[src/param_assign_command_parser_core_assert.svh]
// Assertion macros shared by the parser RTL.
// Each macro expects a clock named clk and an active-low reset named rst_n.
`ifndef PARAM_ASSIGN_COMMAND_PARSER_CORE_ASSERT_SVH
`define PARAM_ASSIGN_COMMAND_PARSER_CORE_ASSERT_SVH

`define PACP_ASSERT_ALWAYS(label, expr, msg) \
  label: assert property (@(posedge clk) disable iff (!rst_n) (expr)) else $error(msg);

`define PACP_ASSERT_IMPLY(label, ante, cons, msg) \
  label: assert property (@(posedge clk) disable iff (!rst_n) (ante) |-> (cons)) \
    else $error(msg);

`define PACP_ASSERT_NEXT(label, ante, cons, msg) \
  label: assert property (@(posedge clk) disable iff (!rst_n) (ante) |=> (cons)) \
    else $error(msg);

`endif

[src/pacp_pkg.sv]
`default_nettype none

package pacp_pkg;

  localparam int unsigned MAX_ID_DEF      = 16;
  localparam int unsigned VALUE_CHARS_DEF = 31;

  localparam logic [7:0] CH_HASH   = 8'h23;
  localparam logic [7:0] CH_BANG   = 8'h21;
  localparam logic [7:0] CH_EQUAL  = 8'h3D;
  localparam logic [7:0] CH_COLON  = 8'h3A;
  localparam logic [7:0] CH_MINUS  = 8'h2D;
  localparam logic [7:0] CH_DOT    = 8'h2E;
  localparam logic [7:0] CH_UPPER_P = 8'h50;
  localparam logic [7:0] CH_LOWER_P = 8'h70;
  localparam logic [7:0] CH_ZERO   = 8'h30;
  localparam logic [7:0] CH_NINE   = 8'h39;

  localparam logic [14:0] INT_SAT = 15'd32767;
  localparam logic [2:0]  FRAC_DIGITS_MAX = 3'd5;

  // Weight of decimal digit d at fraction position k+1, in units of 2^-16, rounded down.
  localparam logic [15:0] FRAC_TAB [5][10] = '{
    '{16'd0, 16'd6553, 16'd13107, 16'd19660, 16'd26214,
      16'd32768, 16'd39321, 16'd45875, 16'd52428, 16'd58982},
    '{16'd0, 16'd655, 16'd1310, 16'd1966, 16'd2621,
      16'd3276, 16'd3932, 16'd4587, 16'd5242, 16'd5898},
    '{16'd0, 16'd65, 16'd131, 16'd196, 16'd262,
      16'd327, 16'd393, 16'd458, 16'd524, 16'd589},
    '{16'd0, 16'd6, 16'd13, 16'd19, 16'd26,
      16'd32, 16'd39, 16'd45, 16'd52, 16'd58},
    '{16'd0, 16'd0, 16'd1, 16'd1, 16'd2,
      16'd3, 16'd3, 16'd4, 16'd5, 16'd5}
  };

  typedef struct packed {
    logic               emit;
    logic [7:0]         id;
    logic signed [31:0] value;
  } result_t;

  function automatic logic [15:0] frac_weight(input logic [2:0] k, input logic [3:0] d);
    return FRAC_TAB[k][d];
  endfunction

endpackage

`default_nettype wire

[src/pacp_parser.sv]
`default_nettype none

module pacp_parser #(
  parameter int unsigned MAX_ID      = pacp_pkg::MAX_ID_DEF,
  parameter int unsigned VALUE_CHARS = pacp_pkg::VALUE_CHARS_DEF
) (
  input  wire logic             clk,
  input  wire logic             rst_n,
  input  wire logic             step_en,
  input  wire logic [7:0]       rx_byte,
  output pacp_pkg::result_t     result
);

  typedef enum logic [1:0] {
    PH_IDLE  = 2'd0,
    PH_ID    = 2'd1,
    PH_VALUE = 2'd2
  } phase_t;

  phase_t      phase_r, phase_nxt;
  logic [7:0]  id_r, id_nxt;
  logic [4:0]  count_r, count_nxt;
  logic [14:0] int_r, int_nxt;
  logic [16:0] frac_r, frac_nxt;
  logic [2:0]  fdig_r, fdig_nxt;
  logic        infrac_r, infrac_nxt;
  logic        neg_r, neg_nxt;

  logic        is_digit;
  logic [3:0]  digit;
  logic [18:0] int_prod;
  logic        value_end;
  logic [31:0] mag;

  assign is_digit  = (rx_byte >= pacp_pkg::CH_ZERO) && (rx_byte <= pacp_pkg::CH_NINE);
  assign digit     = 4'(rx_byte - pacp_pkg::CH_ZERO);
  assign int_prod  = {1'b0, int_r, 3'b000} + {3'b000, int_r, 1'b0} + {15'd0, digit};
  assign value_end = (rx_byte == pacp_pkg::CH_BANG) || (rx_byte == pacp_pkg::CH_HASH) ||
                     (count_r >= 5'(VALUE_CHARS));
  assign mag       = {1'b0, int_r, 16'h0000} + {15'd0, frac_r};

  always_comb begin
    result.emit  = (phase_r == PH_VALUE) && value_end &&
                   (id_r != 8'd0) && (id_r <= 8'(MAX_ID));
    result.id    = id_r;
    result.value = neg_r ? -$signed(mag) : $signed(mag);
  end

  always_comb begin
    phase_nxt  = phase_r;
    id_nxt     = id_r;
    count_nxt  = count_r;
    int_nxt    = int_r;
    frac_nxt   = frac_r;
    fdig_nxt   = fdig_r;
    infrac_nxt = infrac_r;
    neg_nxt    = neg_r;
    unique case (phase_r)
      PH_ID: begin
        if ((rx_byte == pacp_pkg::CH_UPPER_P) || (rx_byte == pacp_pkg::CH_LOWER_P)) begin
          id_nxt = id_r;
        end else if (is_digit) begin
          id_nxt = 8'({id_r, 3'b000} + {id_r, 1'b0} + {7'd0, digit});
        end else if (((rx_byte == pacp_pkg::CH_EQUAL) || (rx_byte == pacp_pkg::CH_COLON)) &&
                     (id_r != 8'd0)) begin
          phase_nxt  = PH_VALUE;
          count_nxt  = '0;
          int_nxt    = '0;
          frac_nxt   = '0;
          fdig_nxt   = '0;
          infrac_nxt = 1'b0;
          neg_nxt    = 1'b0;
        end else if (rx_byte == pacp_pkg::CH_HASH) begin
          id_nxt     = '0;
          count_nxt  = '0;
          int_nxt    = '0;
          frac_nxt   = '0;
          fdig_nxt   = '0;
          infrac_nxt = 1'b0;
          neg_nxt    = 1'b0;
        end else begin
          id_nxt    = '0;
          phase_nxt = PH_IDLE;
        end
      end
      PH_VALUE: begin
        if (value_end) begin
          phase_nxt  = (rx_byte == pacp_pkg::CH_HASH) ? PH_ID : PH_IDLE;
          id_nxt     = '0;
          count_nxt  = '0;
          int_nxt    = '0;
          frac_nxt   = '0;
          fdig_nxt   = '0;
          infrac_nxt = 1'b0;
          neg_nxt    = 1'b0;
        end else begin
          count_nxt = count_r + 5'd1;
          if (rx_byte == pacp_pkg::CH_MINUS) begin
            neg_nxt = 1'b1;
          end else if (rx_byte == pacp_pkg::CH_DOT) begin
            if (count_r != 5'd0) begin
              infrac_nxt = 1'b1;
            end
          end else if (is_digit) begin
            if (!infrac_r) begin
              int_nxt = (int_prod > {4'd0, pacp_pkg::INT_SAT}) ? pacp_pkg::INT_SAT
                                                               : int_prod[14:0];
            end else if (fdig_r < pacp_pkg::FRAC_DIGITS_MAX) begin
              frac_nxt = frac_r + {1'b0, pacp_pkg::frac_weight(fdig_r, digit)};
              fdig_nxt = fdig_r + 3'd1;
            end
          end
        end
      end
      default: begin
        if (rx_byte == pacp_pkg::CH_HASH) begin
          phase_nxt  = PH_ID;
          id_nxt     = '0;
          count_nxt  = '0;
          int_nxt    = '0;
          frac_nxt   = '0;
          fdig_nxt   = '0;
          infrac_nxt = 1'b0;
          neg_nxt    = 1'b0;
        end else begin
          phase_nxt = PH_IDLE;
        end
      end
    endcase
  end

  always_ff @(posedge clk) begin
    if (!rst_n) begin
      phase_r  <= PH_IDLE;
      id_r     <= '0;
      count_r  <= '0;
      int_r    <= '0;
      frac_r   <= '0;
      fdig_r   <= '0;
      infrac_r <= 1'b0;
      neg_r    <= 1'b0;
    end else if (step_en) begin
      phase_r  <= phase_nxt;
      id_r     <= id_nxt;
      count_r  <= count_nxt;
      int_r    <= int_nxt;
      frac_r   <= frac_nxt;
      fdig_r   <= fdig_nxt;
      infrac_r <= infrac_nxt;
      neg_r    <= neg_nxt;
    end
  end

endmodule

`default_nettype wire

[src/pacp_out_reg.sv]
`default_nettype none

module pacp_out_reg (
  input  wire logic                clk,
  input  wire logic                rst_n,
  input  wire logic                load,
  input  wire pacp_pkg::result_t   result,
  input  wire logic                out_stall,
  output logic                     out_free,
  output logic                     out_valid,
  output logic [7:0]               out_target_id,
  output logic signed [31:0]       out_param_value
);

  logic               valid_r;
  logic [7:0]         id_r;
  logic signed [31:0] value_r;

  assign out_free        = !valid_r || !out_stall;
  assign out_valid       = valid_r;
  assign out_target_id   = id_r;
  assign out_param_value = value_r;

  always_ff @(posedge clk) begin
    if (!rst_n) begin
      valid_r <= 1'b0;
    end else if (load) begin
      valid_r <= 1'b1;
    end else if (!out_stall) begin
      valid_r <= 1'b0;
    end
  end

  always_ff @(posedge clk) begin
    if (load) begin
      id_r    <= result.id;
      value_r <= result.value;
    end
  end

endmodule

`default_nettype wire

[src/param_assign_command_parser_core.sv]
// Parses "#[P]id=value!" commands from a stream of received ASCII bytes.
// Input channel: one byte per beat on in_rx_byte, qualified by in_valid and
// held off by in_stall. Output channel: one beat per completed command whose
// id lies in 1..MAX_ID, carrying out_target_id and out_param_value (Q16.16).
// A byte is first captured in an input register; from there it is
// parsed by single-pass logic and any result is written to the output register.
// A result reaches the receiver by way of the input register and then the
// output register, which holds it while the receiver stalls.
// One byte per cycle unless stalled; the parse state register is the only loop.
// When the receiver stalls, the held result stays on the output and bytes that
// complete no command keep flowing; a byte that would complete a command waits
// in the input register until the output register frees, stalling the input.
// Reset returns the parser to waiting for '#' and empties both registers.
`default_nettype none

module param_assign_command_parser_core #(
  parameter int unsigned MAX_ID      = pacp_pkg::MAX_ID_DEF,
  parameter int unsigned VALUE_CHARS = pacp_pkg::VALUE_CHARS_DEF
) (
  input  wire logic                clk,
  input  wire logic                rst_n,
  input  wire logic                in_valid,
  output logic                     in_stall,
  input  wire logic [7:0]          in_rx_byte,
  output logic                     out_valid,
  input  wire logic                out_stall,
  output logic [7:0]               out_target_id,
  output logic signed [31:0]       out_param_value
);

  `include "param_assign_command_parser_core_assert.svh"

  logic              byte_valid_r;
  logic [7:0]        byte_r;
  logic              out_free;
  logic              consume;
  logic              load;
  pacp_pkg::result_t result;

  assign consume  = byte_valid_r && (!result.emit || out_free);
  assign load     = consume && result.emit;
  assign in_stall = byte_valid_r && !consume;

  always_ff @(posedge clk) begin
    if (!rst_n) begin
      byte_valid_r <= 1'b0;
    end else if (!in_stall) begin
      byte_valid_r <= in_valid;
    end
  end

  always_ff @(posedge clk) begin
    if (in_valid && !in_stall) begin
      byte_r <= in_rx_byte;
    end
  end

  pacp_parser #(
    .MAX_ID      (MAX_ID),
    .VALUE_CHARS (VALUE_CHARS)
  ) u_parser (
    .clk     (clk),
    .rst_n   (rst_n),
    .step_en (consume),
    .rx_byte (byte_r),
    .result  (result)
  );

  pacp_out_reg u_out_reg (
    .clk             (clk),
    .rst_n           (rst_n),
    .load            (load),
    .result          (result),
    .out_stall       (out_stall),
    .out_free        (out_free),
    .out_valid       (out_valid),
    .out_target_id   (out_target_id),
    .out_param_value (out_param_value)
  );

  `PACP_ASSERT_IMPLY(a_id_in_range, out_valid,
    (out_target_id != 8'd0) && (out_target_id <= 8'(MAX_ID)), "result id out of range")
  `PACP_ASSERT_IMPLY(a_no_overwrite, load, !(out_valid && out_stall),
    "result loaded over a stalled result")
  `PACP_ASSERT_IMPLY(a_stall_only_full, in_stall, byte_valid_r && result.emit,
    "input stalled without a pending result byte")
  `PACP_ASSERT_NEXT(a_load_shows, load, out_valid, "loaded result not presented")

endmodule

`default_nettype wire

[config.mk]
export PLATFORM = sky130hd
export DESIGN_NAME = param_assign_command_parser_core
export DESIGN_NICKNAME = d
export VERILOG_FILES = /design/src/pacp_pkg.sv /design/src/pacp_parser.sv /design/src/pacp_out_reg.sv /design/src/param_assign_command_parser_core.sv
export VERILOG_INCLUDE_DIRS = /design/src /design/src/src
export SDC_FILE = /design/constraint.sdc
export NUM_CORES = 1
export LEC_CHECK = 0
export ABC_CLOCK_PERIOD_IN_PS = 3900
export BUFFER_PORTS_ARGS = -buffer_cell sky130_fd_sc_hd__buf_2
export CORE_MARGIN = 1.5
export CORE_UTILIZATION = 25
export CTS_CLUSTER_SIZE = 12
export DETAILED_ROUTE_END_ITERATION = 16
export HOLD_SLACK_MARGIN = 0.15
export PLACE_DENSITY = 0.37
export REMOVE_ABC_BUFFERS = 1
export SLEW_MARGIN = 25
export SYNTH_ARGS = -nofsm -noshare
export SYNTH_HDL_FRONTEND = slang
export SYNTH_HIERARCHICAL = 1
export SYNTH_SLANG_ARGS = --single-unit
[constraint.sdc]
create_clock -name clk -period 3.9 [get_ports clk]
set_clock_uncertainty 0.1 [all_clocks]
set_input_delay 0.585 -clock clk [delete_from_list [all_inputs] [get_ports clk]]
set_output_delay 0.585 -clock clk [all_outputs]
set_load 0.01 [all_outputs]
# Word level (Yosys, flattened, before mapping)
# Memory sizes are Yosys's and may differ from the RTL's.
# Index checks and enable logic that the tools add are counted.
[word_totals]
ff_bits = 102
rom_bits = 1280
inputBits = 12
output_inout_bits = 42
wordCells = 165
mem_count = 1
[classes]
n_addsub = 10
order_cmp = 8
eq_ne = 25
mux = 76
bitwise = 2
reduce_logical = 30
[mem_list]
columns = ["name", "depth", "word_bits", "read_ports", "rd_clocked_by_memory_dff", "write_ports", "line_no", "text"]
rows = [
  ["(no name shown)", 8, 160, 1, 0, 0, "pacp_pkg.sv:43", "return FRAC_TAB[k][d];"],
]
[ops]
columns = ["op", "count"]
rows = [
  ["$mux W160", 2],
  ["$mux W17", 10],
  ["$mux W15", 10],
  ["$bmux W16 S4", 1],
  ["$eq A8 B6 Y1 const B", 6],
  ["$mux W8", 5],
  ["$pmux W17 S2", 1],
  ["$add A31 B17 Y32", 1],
  ["$mux W16", 2],
  ["$mux W32", 1],
  ["$neg A32 Y32", 1],
  ["$mux W3", 10],
  ["$pmux W15 S2", 1],
  ["$mux W5", 5],
  ["$ne A3 B2 Y1 const B", 8],
  ["$add A18 B16 Y19", 1],
  ["$add A19 B4 Y19", 1],
  ["$gt A19 B15 Y1 const B", 1],
  ["$add A17 B16 Y17", 1],
  ["$mux W1", 17],
  ["$eq A8 B7 Y1 const B", 2],
  ["$pmux W8 S2", 1],
  ["$ge A5 B5 Y1 const B", 2],
  ["$mux W2", 5],
  ["other kinds (34)", 56],
]

# Depth between registers and ports, before layout
# Gate-level depths: netlist (run 1).
[depth]
word_depth = 15
ltp_mapped = 19
depth_no_buf = 19

# Hierarchy
# Netlist (run 1), hierarchy kept.
[modules_own_cells]
columns = ["mod", "n_inst", "cells_per_inst", "area_each_um2", "seq_area_each_um2"]
rows = [
  ["pacp_parser", 1, 835, 6396.1, 1041.0],
  ["pacp_out_reg", 1, 44, 1236.2, 1221.2],
  ["param_assign_command_parser_core", 1, 15, 300.3, 260.2],
]

# Worst setup path after synthesis (run 1)
# OpenSTA, ideal clock, no wires.
[synth_path]
kind = "register -> register"
startpoint = "register u_parser.fdig_r[1]"
endpoint = "register u_parser.frac_r[14]"
setup_ps = 122
arrival_ps = 3543
required_time_ps = 3678
slack_ps = 135
path_stages_with_launch = 19
path_buffers = 2
period_less_slack_ps = 3765
path_cell_list = "dfxtp_1 clkbuf_1 inv_1 ha_1 clkbuf_1 a21oi_1 a31oi_1 o31a_1 o22ai_1 ha_1 inv_1 fa_1 nand2b_1 a21oi_1 o211ai_1 nor2_1 o31a_1 a31oi_1 a221o_1"
[synth_via]
elab_chain_cells = 15
elab_cells_between_ends = 18
classes_between = "1 x add/sub; 1 x order compare; 1 x eq/ne; 12 x mux; 1 x bitwise; 1 x reduce/logical; 1 x memory"
[synth_rtl]
columns = ["element", "line_no", "text"]
rows = [
  ["from (decl)", "pacp_parser.sv:25", "logic [2:0] fdig_r, fdig_nxt;"],
  ["from (signal assigned)", "pacp_parser.sv:148", "fdig_r <= fdig_nxt;"],
  ["$not A3 Y4 (implied by the code)", "pacp_pkg.sv:43", ""],
  ["$mem_v2 Z8 W160", "--", ""],
  ["$mux W160 (implied by the code) (2 in series)", "pacp_pkg.sv:43", ""],
  ["$bmux W16 S4", "pacp_pkg.sv:43", ""],
  ["$mux W16 (implied by the code) (2 in series)", "pacp_pkg.sv:43", ""],
  ["$add A17 B16 Y17", "pacp_parser.sv:109", "frac_nxt = frac_r + {1'b0, pacp_pkg::frac_weight(fdig_r, digit)};"],
  ["$mux W17", "pacp_parser.sv:108", "end else if (fdig_r < pacp_pkg::FRAC_DIGITS_MAX) begin"],
  ["$mux W17", "pacp_parser.sv:105", "if (!infrac_r) begin"],
  ["$mux W17", "pacp_parser.sv:104", "end else if (is_digit) begin"],
  ["$mux W17", "pacp_parser.sv:100", "end else if (rx_byte == pacp_pkg::CH_DOT) begin"],
  ["$mux W17", "pacp_parser.sv:98", "if (rx_byte == pacp_pkg::CH_MINUS) begin"],
  ["$mux W17", "pacp_parser.sv:87", "if (value_end) begin"],
  ["$pmux W17 S2", "pacp_parser.sv:58", "unique case (phase_r)"],
  ["to (signal assigned)", "pacp_parser.sv:147", "frac_r <= frac_nxt;"],
  ["to (decl)", "pacp_parser.sv:24", "logic [16:0] frac_r, frac_nxt;"],
]
# Parallel ways exist; a longest one is shown, timed or not. The select of a mux whose other input is x is not followed.
# A chain may end at the register's enable or synchronous reset.

# Worst setup path after layout (run 1)
[layout_path]
startpoint = "register u_parser.fdig_r[0]"
endpoint = "register u_parser.frac_r[14]"
# The elaborated chain is that of the path after synthesis.

==> flow_summary.toml, run 1 <==
[cts]
path_clk_slew_ns = 0.08
cts_tree = "built"
cts_max_path_buffers = 2
hold_fix_buffer_count_after_cts = 0
clock-sinks = 102
clk_root_buffer_cell = "sky130_fd_sc_hd__clkbuf_16"
clk-insertion-delay-late_ns = 0.36
cts_made_buffers = 9
cts_max_level = 3

[finish]
mostFrequentLayoutCells = "sky130_fd_sc_hd__nand2_1 (74), sky130_fd_sc_hd__ha_1 (70), sky130_fd_sc_hd__dfxtp_1 (54), sky130_fd_sc_hd__buf_2 (53), sky130_fd_sc_hd__xnor2_1 (52)"
drive_above_1_share = 0.1515
flow.area_growth_from_synthesis_pct = 15.60
final_common_cell = "sky130_fd_sc_hd__nand2_1"
finalInstanceArea_sq_um = 9170
n_antenna_cell = 0
fillCellCount = 3341
final_util = 0.2921
number_of_nets_in_the_layout = 1040

[sta]
max-slew-margin-rel = 0.5134
max_slew.worst_pin.slew_ns = 0.7232
finalHoldWorstSlack_ns = 0.2921
post-route-min-period_ns = 3.669
clock.fmax_mhz = 272.6
setup_tns_ns = 0
report.final.slew_viol_count = 0
setup_viol_count_final = 0
finalCritPeriodShare = 0.9408
final-hold-violation-count = 0
postLayoutSetupSlackWorst_ns = 0.2311

[detailed_routing]
route.vias.total = 6649
drt-wirelength-per-cell_um = 15.74
final_antenna_net_count = 0
detail_route.first_pass.iterations = 5
detail_route.drc_violations = 0
detail_route.wirelength_um = 21390
drt_iter0_drc = 418
viasPerCell = 4.893

[critical_path]
worst-path-max-fanout = 8
timing.rr.end = "u_parser/frac_r[14]"
timing.rr.start = "u_parser/fdig_r[0]"
r2r_cells = 16
worst_ep_arrival_time_ns = 3.83
timing.critical_path.required_ns = 4.06
criticalPathCategory = "reg -> reg"
critPathLaunch = "u_parser/fdig_r[0]"
reg2reg_slack_ns = 0.23
critPathCaptureType = "flop"
critPathLaunchType = "flop"

[yosys]
syn-instance-count = 894
synth.distinct_cells = 86
synthesis.area_sq_um = 7933
ys.flop_type = "sky130_fd_sc_hd__dfxtp_1"
synth_area_per_cell_sq_um = 8.873
ys_seq_area_frac = 0.3180
yosys_register_bits = 102
synth-edff-count = 48
yosys_warn_count = 6
synth-async-reset-ratio = 0

[placed_design]
pre_cts_slack_ns = 0.07446
gpl.final_weighted_congestion = 0.8522
hpwl_um = 15750
place_area_sq_um = 8831
portBuffers = 53

[power]
comb_power_share = 0.109
seq_power_share = 0.488
switching_share = 0.2588
power_density_nw_per_um2 = 251.5
total_leakage_power_uw = 0.003728
power_report.internal_total_uw = 1710
power.clock.fraction = 0.403
vdd_drop_max_mv = 0.1582
switchingPower_uw = 596.8

[hold_path]
hold_path_end = "byte_r[3]"
hold-path-cell-count = 1
timing.hold.worst.start = "in_rx_byte[3]"
worst_hold_path_type = "in -> reg"

[global_route]
first_global_vias = 6556
antenna_found_initial = 0
grt_use_total = 0.1328
grt_first_pass_wirelength_um = 35070
globalRoute.totalOverflow = 0
pin_count_of_the_biggest_net_entering_global_routing = 42

[status]
run_status = "finished clean"

[floorplanning]
die_h_um = 181.1
fp.coreArea_sq_um = 31390
floorplan.die_area_sq_um = 32810
die-width_um = 181.1
core.rowCount = 65
start_util = 0.2527
io-pin-count = 54

[flow_run]
cap_violations = 0
## state kept, by name (all words and copies together) (netlist names)
signal	cells
u_out_reg/out_param_value	32
u_parser/phase_r	2
byte_r	8
u_parser/int_r	15
byte_valid_r	1
u_parser/id_r	8
u_parser/frac_r	17
u_parser/fdig_r	3
u_parser/neg_r	1
u_out_reg/out_valid	1
u_parser/infrac_r	1
u_out_reg/out_target_id	8
u_parser/count_r	5
## how the worst max path moves through the flow
stage,to,depth (start not counted)
3_5_place_dp,u_parser/int_r[14],11
3_3_place_gp,u_parser/int_r[14],11
6_report,u_parser/frac_r[14],16
4_1_cts,u_parser/frac_r[14],17
5_1_grt,u_parser/frac_r[14],16
2_1_floorplan,u_parser/frac_r[14],14
## critical path: stages, from the launching register on
cell	delay [ns]
sky130_fd_sc_hd__dfxtp_1	0.38
sky130_fd_sc_hd__buf_4	0.18
sky130_fd_sc_hd__ha_1	0.17
sky130_fd_sc_hd__buf_4	0.17
sky130_fd_sc_hd__nand2_1	0.15
sky130_fd_sc_hd__a2111oi_2	0.37
sky130_fd_sc_hd__a31oi_1	0.07
sky130_fd_sc_hd__o22ai_1	0.17
sky130_fd_sc_hd__ha_1	0.29
sky130_fd_sc_hd__o21ai_1	0.22
sky130_fd_sc_hd__a21oi_4	0.06
sky130_fd_sc_hd__o211ai_1	0.25
sky130_fd_sc_hd__nor2_1	0.10
sky130_fd_sc_hd__o31a_1	0.31
sky130_fd_sc_hd__a31oi_1	0.24
sky130_fd_sc_hd__nor3_1	0.07
sky130_fd_sc_hd__a221o_1	0.25
## logic make-up (layout without fill, tap and decap cells)
group           after synthesis  count (layout)  synth area share
simple gates                290             290            0.1926
compound gates              260             260            0.2289
flops                       102             102            0.3180
buf+inv                      90             153           0.05126
fa+ha+maj                    76              76            0.1246
xor+xnor                     71              71           0.07839
mux                           5               5          0.006309
## layout make-up
class                      count  area (sq um)  share of cell area
multi-input combinational    702          5047              0.5504
sequential                   102          2522              0.2751
timing repair buffer          95         643.1             0.07013
tap                          402         503.0             0.05485
clock buffer                  12         267.8             0.02920
inverter                      42         157.7             0.01719
clock inverter                 4         28.78            0.003138
## through the flow
| stage | total power (uW) | cells |
|---|---|---|
| finish | 2306 | 1359 |
| global route | 2412 | 1359 |
| CTS | 2348 | 1358 |
| detailed placement | 1397 | 1342 |
| global placement | 1404 | 1342 |
| floorplan | 1305 | 846 |
## routing by layer
layer / global-route usage / vias to the layer above / share of wire
met1: 0.1845 / 3078 / 0.51
met3: 0.02499 / 18 / 0.038
met2: 0.2085 / 124 / 0.43
met5: 0 / - / 0
met4: 0.03800 / 0 / 0.015
li1: - / 3429 / -
## power by group through the flow
stage                     Sequential, uW  Clock [uW]  Combinational (uW)
final                               1130         929                 252
after global routing                1130        1010                 279
after CTS                           1130         974                 249
after detailed placement            1150           0                 247
after global placement              1150           0                 254
after floorplan                     1160           0                 141
## repair_timing
action                                  in CTS  in global routing
endpoints found under the setup margin       0                 21
resized for setup                            0                 11
buffers inserted                             0                  1
## Yosys cell counts (26+ instances only)
library cell / n / share of area
sky130_fd_sc_hd__a21oi_1: 45 / 0.028
sky130_fd_sc_hd__a22oi_1: 27 / 0.026
sky130_fd_sc_hd__clkbuf_1: 29 / 0.014
sky130_fd_sc_hd__dfxtp_1: 54 / 0.14
sky130_fd_sc_hd__edfxtp_1: 48 / 0.18
sky130_fd_sc_hd__ha_1: 71 / 0.11
sky130_fd_sc_hd__inv_1: 40 / 0.019
sky130_fd_sc_hd__nand2_1: 74 / 0.035
sky130_fd_sc_hd__nand3_1: 26 / 0.016
sky130_fd_sc_hd__nor2_1: 51 / 0.024
sky130_fd_sc_hd__nor2b_1: 34 / 0.027
sky130_fd_sc_hd__o21ai_0: 45 / 0.028
sky130_fd_sc_hd__xnor2_1: 52 / 0.057
(Power assumes the default switching activity.)
==> run 2: changes to the inputs <==
Settings changed: PLACE_DENSITY 0.37 to default, PLACE_DENSITY_LB_ADDON from default to 0.08, RECOVER_POWER from default to 50, SYNTH_HIERARCHICAL 1 to default.
==> run 2 against run 1 <==
Effect of this change:
- setup slack better by 0.016 ns
- area after synthesis is 3.2% lower
- sequential share of layout area is 1.1 points higher
- global-route usage is 1.1 points higher
- highest routed layer unchanged
==> flow_summary.toml, run 2 <==
[detailed_routing]
final_antenna_net_count = 0
drt_iter0_drc = 332
detail_route.drc_violations = 0
route.vias.total = 6617
detail_route.wirelength_um = 22100
viasPerCell = 4.957
drt-wirelength-per-cell_um = 16.55
detail_route.first_pass.iterations = 5

[yosys]
synthesis.area_sq_um = 7676
yosys.area.top_type = "sky130_fd_sc_hd__edfxtp_1"
synth-async-reset-ratio = 0
synth_top_area_frac = 0.1878
count_leader_synth = "sky130_fd_sc_hd__nor2_1"
synth.top_cells.by_area = "sky130_fd_sc_hd__edfxtp_1 (19%), sky130_fd_sc_hd__dfxtp_1 (14%), sky130_fd_sc_hd__ha_1 (12%), sky130_fd_sc_hd__xnor2_1 (6.6%), sky130_fd_sc_hd__nor2_1 (4.2%)"
yosys_register_bits = 102
ys.flop_type = "sky130_fd_sc_hd__dfxtp_1"
syn-instance-count = 876
synth-edff-count = 48
yosys_warn_count = 0
synth_commonest_cells = "sky130_fd_sc_hd__nor2_1 (86), sky130_fd_sc_hd__ha_1 (71), sky130_fd_sc_hd__nand2_1 (64)"
synth_area_per_cell_sq_um = 8.763
ys_seq_area_frac = 0.3286
synth.distinct_cells = 77

[critical_path]
critPathCaptureType = "flop"
critical_path.n_buffers_inverters = 1
cp_common_cell = "sky130_fd_sc_hd__a21oi_1"
critPathLaunchType = "flop"
timing.critical_path.cells = "inv_1 -> ha_1 -> a21oi_1 -> o21a_1 -> nor3_1 -> a21oi_1 -> a21oi_1 -> a21o_1 -> ha_1 -> a21o_1 -> a21oi_1 -> o211ai_1 -> a311o_1 -> and2_1 -> a2111o_1 -> o211ai_1"
criticalPathCategory = "reg -> reg"
timing.critical_path.max_delay_family = "compound AO/OA/AOI/OAI gates"
timing.critical_path.required_ns = 4.09
worst-path-max-fanout = 6
slowest_stage = "sky130_fd_sc_hd__a2111o_1"
timing.critical_path.slowest_cell_delay_ns = 0.41
worst_ep_arrival_time_ns = 3.84

[global_route]
pin_count_of_the_biggest_net_entering_global_routing = 36
first_global_vias = 6486
antenna_found_initial = 0
grt_use_total = 0.1437
grt_first_pass_wirelength_um = 35600
globalRoute.totalOverflow = 0

[floorplanning]
core.rowCount = 63
floorplan.die_area_sq_um = 31760
io-pin-count = 54
die-width_um = 178.2
die_h_um = 178.2
fp.coreArea_sq_um = 29950
start_util = 0.2563

[sta]
post-route-min-period_ns = 3.653
finalHoldWorstSlack_ns = 0.2910
setup_viol_count_final = 0
report.final.slew_viol_count = 0
setup_tns_ns = 0
max-slew-margin-rel = 0.3262
clock.fmax_mhz = 273.7
max_slew.worst_pin.slew_ns = 1.011
finalCritPeriodShare = 0.9367
final-hold-violation-count = 0

[placed_design]
portBuffers = 53
gpl.final_weighted_congestion = 0.8524
hpwl_um = 16580

[power]
report.power.total_uw = 2304
total_leakage_power_uw = 0.003413
power_density_nw_per_um2 = 261.1
vdd_drop_max_mv = 0.1934

[cts]
post-cts-setup-buffers = 0
clock-sinks = 102
clk_root_buffer_cell = "sky130_fd_sc_hd__clkbuf_16"
cts_tree = "built"
path_clk_slew_ns = 0.09
cts_made_buffers = 9
cts_max_path_buffers = 2
cts_max_level = 3
clk-insertion-delay-late_ns = 0.36

[finish]
mostFrequentLayoutCells = "sky130_fd_sc_hd__nor2_1 (86), sky130_fd_sc_hd__ha_1 (71), sky130_fd_sc_hd__nand2_1 (64), sky130_fd_sc_hd__xnor2_1 (58), sky130_fd_sc_hd__a21oi_1 (53)"
n_antenna_cell = 0
fillCellCount = 3274
flow.area_growth_from_synthesis_pct = 14.93
largest_reg_flops = 32
drive_above_1_share = 0.09206
final_common_cell = "sky130_fd_sc_hd__nor2_1"
number_of_nets_in_the_layout = 1028

[status]
run_status = "finished clean"

[flow_run]
cap_violations = 0

[hold_path]
worst_hold_path_type = "in -> reg"
-- run 2: changes by cell type in the layout (fill, tap and decap cells not counted), sizes merged, moves of 8 or more --
cell,previous run,this run
buf,95,51
clkbuf,12,54
nor2,53,86
nor2b,34,7
a221oi,16,0
o211ai,6,21
nand2,74,64
a21oi,46,54
nor3,25,17
-- run 2: worst reg2reg max path, cell delays in order (launching register included) --
cell                       delay (ns)
sky130_fd_sc_hd__dfxtp_2         0.38
sky130_fd_sc_hd__inv_1           0.11
sky130_fd_sc_hd__ha_1            0.30
sky130_fd_sc_hd__a21oi_1         0.21
sky130_fd_sc_hd__o21a_1          0.17
sky130_fd_sc_hd__nor3_1          0.05
sky130_fd_sc_hd__a21oi_1         0.11
sky130_fd_sc_hd__a21oi_1         0.08
sky130_fd_sc_hd__a21o_1          0.18
sky130_fd_sc_hd__ha_1            0.27
sky130_fd_sc_hd__a21o_1          0.18
sky130_fd_sc_hd__a21oi_1         0.26
sky130_fd_sc_hd__o211ai_1        0.18
sky130_fd_sc_hd__a311o_1         0.32
sky130_fd_sc_hd__and2_1          0.18
sky130_fd_sc_hd__a2111o_1        0.41
sky130_fd_sc_hd__o211ai_1        0.09
-- run 2: final cells by class --
type	count	area, sq um	share of cell area
clock buffers	10	229.0	0.02595
multi-input cells	690	4826	0.5470
clock inverters	6	53.80	0.006098
repair buffers	95	543.0	0.06155
inverters	42	157.7	0.01787
well taps	390	488.0	0.05531
flip-flops and latches	102	2525	0.2862
-- run 2: path summary, 6_finish.rpt --
| path | startpoint | end | slack, ns | cells past startpoint |
|---|---|---|---|---|
| worst max-delay path | u_parser.fdig_r[0] | u_parser.frac_r[15] | 0.25 | 16 |
| worst max register to register | u_parser.fdig_r[0] | u_parser.frac_r[15] | 0.25 | 16 |
| worst min-delay path | in_rx_byte[3] | byte_r[3] | 0.29 | 1 |
| worst min register to register | u_parser.id_r[7] | u_out_reg.out_target_id[7] | 0.40 | 0 |
-- run 2: cells by family after synthesis --
kind of cell	Yosys count	share of synthesized area
and+or+nand+nor	276	0.1806
DFF	102	0.3286
xor gates and xnor gates	72	0.08215
adders and majority gates	76	0.1288
AOI/OAI and AO/OA	257	0.2259
buffers and inverters	84	0.04222
muxes	9	0.01174
-- run 2: power by group --
| group | switching (uW) | internal (uW) | leakage (uW) |
|---|---|---|---|
| combinational | 156 | 98.0 | 0.00245 |
| sequential | 8.88 | 1120 | 0.000821 |
| clock | 474 | 448 | 0.000141 |
-- run 2: repair_timing --
| item | CTS | global route |
|---|---|---|
| hold buffers | 0 | 0 |
| setup endpoints to repair | 0 | 6 |
| resized for setup | 0 | 6 |
-- run 2: metal layers --
layer	vias to the layer above	routed length, um	track usage
li1	3390	-	-
met2	109	10440	0.2411
met5	-	0	0
met1	3101	10860	0.1918
met3	17	579	0.02472
met4	0	216	0.03229
-- run 2: per-stage QoR --
stage               setup WS (ns)  instances  utilization  instance area [sq um]
finish                     0.2467       1335       0.2945                   8822
CTS                       0.01097       1335       0.2972                   8901
detailed placement        0.06580       1319       0.2877                   8618
floorplan                 -0.2108        834            -                   7510
global route             -0.02372       1335       0.2945                   8822
global placement          0.04936       1319       0.2876                   8615
==> run 3: changes to the inputs <==
Settings changed: ABC_CLOCK_PERIOD_IN_PS 3900 to 3300, BUFFER_PORTS_ARGS -buffer_cell sky130_fd_sc_hd__buf_2 to -buffer_cell sky130_fd_sc_hd__clkbuf_2, CTS_BUF_LIST from default to sky130_fd_sc_hd__clkbuf_8.
Clock period 3.9 ns to 3.3 ns, I/O delays scaled along.
==> run 3 against run 2 <==
Effect of this change:
- the flow now finishes with violations (setup timing)
- combinational power is 76% higher
- wire length rose by 7.2%
- first-iteration DRC count fell by 6.6%
- clock power fell by 5.1%
- critical path depth stayed put
- non-clock buffer count grew 111
- count of clock-buffer cells in the layout down 1
- fmax is 6.8% higher
==> flow_summary.toml, run 3 (same netlist as run 2, synthesis figures left out) <==
[status]
run_status = "finished with violations"
violations = "setup timing"

[power]
vdd_drop_max_mv = 0.1552
switching_share = 0.2840
switchingPower_uw = 753.5
report.power.total_uw = 2654
power_density_nw_per_um2 = 263.2
comb_power_share = 0.169
power.clock.fraction = 0.330
seq_power_share = 0.501
total_leakage_power_uw = 0.004017
power_report.internal_total_uw = 1900

[sta]
final-hold-violation-count = 0
unrepaired_setup_endpoints_after_global_routing = "true"
setup_viol_count_final = 6
finalCritPeriodShare = 1.037
max-slew-margin-rel = 0.5371
postLayoutSetupSlackWorst_ns = -0.1223
finalHoldWorstSlack_ns = 0.1791
max_slew.worst_pin.slew_ns = 0.6935
clock.fmax_mhz = 292.2
post-route-min-period_ns = 3.422
report.final.slew_viol_count = 0

[detailed_routing]
detail_route.first_pass.iterations = 4
viasPerCell = 4.879
drt_iter0_drc = 310
drt-wirelength-per-cell_um = 16.38
detail_route.drc_violations = 0
final_antenna_net_count = 0
route.vias.total = 7055
detail_route.wirelength_um = 23680

[cts]
cts_max_level = 3
cts_made_buffers = 9
hold_fix_buffer_count_after_cts = 0
clock-sinks = 102
cts_tree = "built"
cts_max_path_buffers = 2
clk-insertion-delay-late_ns = 0.39
path_clk_slew_ns = 0.11
clk_root_buffer_cell = "sky130_fd_sc_hd__clkbuf_8"

[placed_design]
portBuffers = 53
gpl.final_weighted_congestion = 0.8265
hpwl_um = 17930
placed_cells_incl_taps = 1409
pre_cts_slack_ns = -0.4514

[critical_path]
critPathLaunchType = "flop"
timing.critical_path.max_delay_family = "compound AO/OA/AOI/OAI gates"
worst-path-max-fanout = 8
slowest_stage = "sky130_fd_sc_hd__edfxtp_1"
critical_path.n_buffers_inverters = 5
critPathCaptureType = "flop"
timing.critical_path.cells = "clkinvlp_4 -> buf_4 -> buf_6 -> o32a_1 -> nor2_1 -> a31oi_2 -> o22ai_2 -> ha_4 -> buf_6 -> nand2_2 -> o211ai_1 -> a311o_1 -> and2_4 -> buf_6 -> xnor2_1 -> a32o_1"
timing.critical_path.required_ns = 3.50
criticalPathCategory = "reg -> reg"
worst_ep_arrival_time_ns = 3.62
timing.critical_path.slowest_cell_delay_ns = 0.44
cp_common_cell = "sky130_fd_sc_hd__buf_6"

[finish]
final_common_cell = "sky130_fd_sc_hd__buf_4"
drive_above_1_share = 0.2491
largest_reg_flops = 32
fillCellCount = 3237
number_of_nets_in_the_layout = 1139
multi_input_area_sq_um = 5239
flow.area_growth_from_synthesis_pct = 31.35
final_util = 0.3366
n_antenna_cell = 0
ff_latch_area_sq_um = 2527
mostFrequentLayoutCells = "sky130_fd_sc_hd__buf_4 (125), sky130_fd_sc_hd__nor2_1 (83), sky130_fd_sc_hd__nand2_1 (61), sky130_fd_sc_hd__xnor2_1 (58), sky130_fd_sc_hd__ha_1 (57)"
finalNonFillerCells = 1446

[floorplanning]
fp.coreArea_sq_um = 29950
die_h_um = 178.2
die-width_um = 178.2
io-pin-count = 54
core.rowCount = 63
floorplan.die_area_sq_um = 31760
start_util = 0.2563

[global_route]
globalRoute.totalOverflow = 0
pin_count_of_the_biggest_net_entering_global_routing = 35
antenna_found_initial = 0
grt_use_total = 0.1513
first_global_vias = 6935
grt_first_pass_wirelength_um = 37640

[hold_path]
worst_hold_path_type = "in -> reg"

[flow_run]
cap_violations = 0
-- run 3: cell types whose count changed in the layout (fill, tap and decap cells not counted), sizes merged --
cell,previous run,this run
clkbuf,54,68
buf,51,147
clkinv,6,8
clkinvlp,0,1
inv,42,39
bufinv,0,1
-- run 3: repair_timing --
action	4_1_cts	5_1_grt
setup endpoints to repair	25	25
cloned	1	0
setup buffers	15	5
gates resized for setup	101	23
pin swaps	52	18
hold endpoints to repair	0	0
-- run 3: final cells by class --
class | count | area share
well taps | 390 | 0.04840
inverters | 42 | 0.01638
multi-input cells | 690 | 0.5196
repair buffers | 206 | 0.1442
clock inverters | 7 | 0.008439
flip-flops and latches | 102 | 0.2507
clock buffers | 9 | 0.01229
-- run 3: path summary, 6_finish.rpt --
check,cells past startpoint,start,slack (ns),end
worst max register to register,16,byte_r[0],-0.12,u_parser.frac_r[11]
worst min register to register,0,u_parser.id_r[7],0.38,u_out_reg.out_target_id[7]
worst min-delay path,1,in_rx_byte[2],0.18,byte_r[2]
worst max-delay path,16,byte_r[0],-0.12,u_parser.frac_r[11]
-- run 3: worst reg2reg max path, stage by stage (launching register included) --
cell and delay [ns]:
sky130_fd_sc_hd__edfxtp_1 0.44, sky130_fd_sc_hd__clkinvlp_4 0.28, sky130_fd_sc_hd__buf_4 0.23, sky130_fd_sc_hd__buf_6 0.11
sky130_fd_sc_hd__o32a_1 0.28, sky130_fd_sc_hd__nor2_1 0.14, sky130_fd_sc_hd__a31oi_2 0.07, sky130_fd_sc_hd__o22ai_2 0.20
sky130_fd_sc_hd__ha_4 0.26, sky130_fd_sc_hd__buf_6 0.12, sky130_fd_sc_hd__nand2_2 0.06, sky130_fd_sc_hd__o211ai_1 0.13
sky130_fd_sc_hd__a311o_1 0.34, sky130_fd_sc_hd__and2_4 0.16, sky130_fd_sc_hd__buf_6 0.11, sky130_fd_sc_hd__xnor2_1 0.11
sky130_fd_sc_hd__a32o_1 0.20
-- run 3: stage by stage --
stage          TNS, ns  cell area (sq um)
6_report       -0.4837              10080
5_1_grt         -1.759              10080
4_1_cts        -0.3681              10020
3_5_place_dp    -5.454               9290
3_3_place_gp    -5.070               9290
2_1_floorplan   -45.16               7510
-- run 3: layer usage --
metal | GRT usage | vias to the layer above | wire [um]
li1 | - | 3615 | -
met1 | 0.1993 | 3335 | 11260
met2 | 0.2617 | 87 | 11500
met3 | 0.02131 | 18 | 666
met4 | 0.03229 | 0 | 251
met5 | 0 | - | 0
-- run 3: power groups by stage --
stage	combinational (uW)	sequential, uW	clock, uW
after floorplan	166	1380	0
after global placement	381	1360	0
after detailed placement	375	1360	0
after CTS	429	1330	930
after global routing	487	1330	965
final	448	1330	875
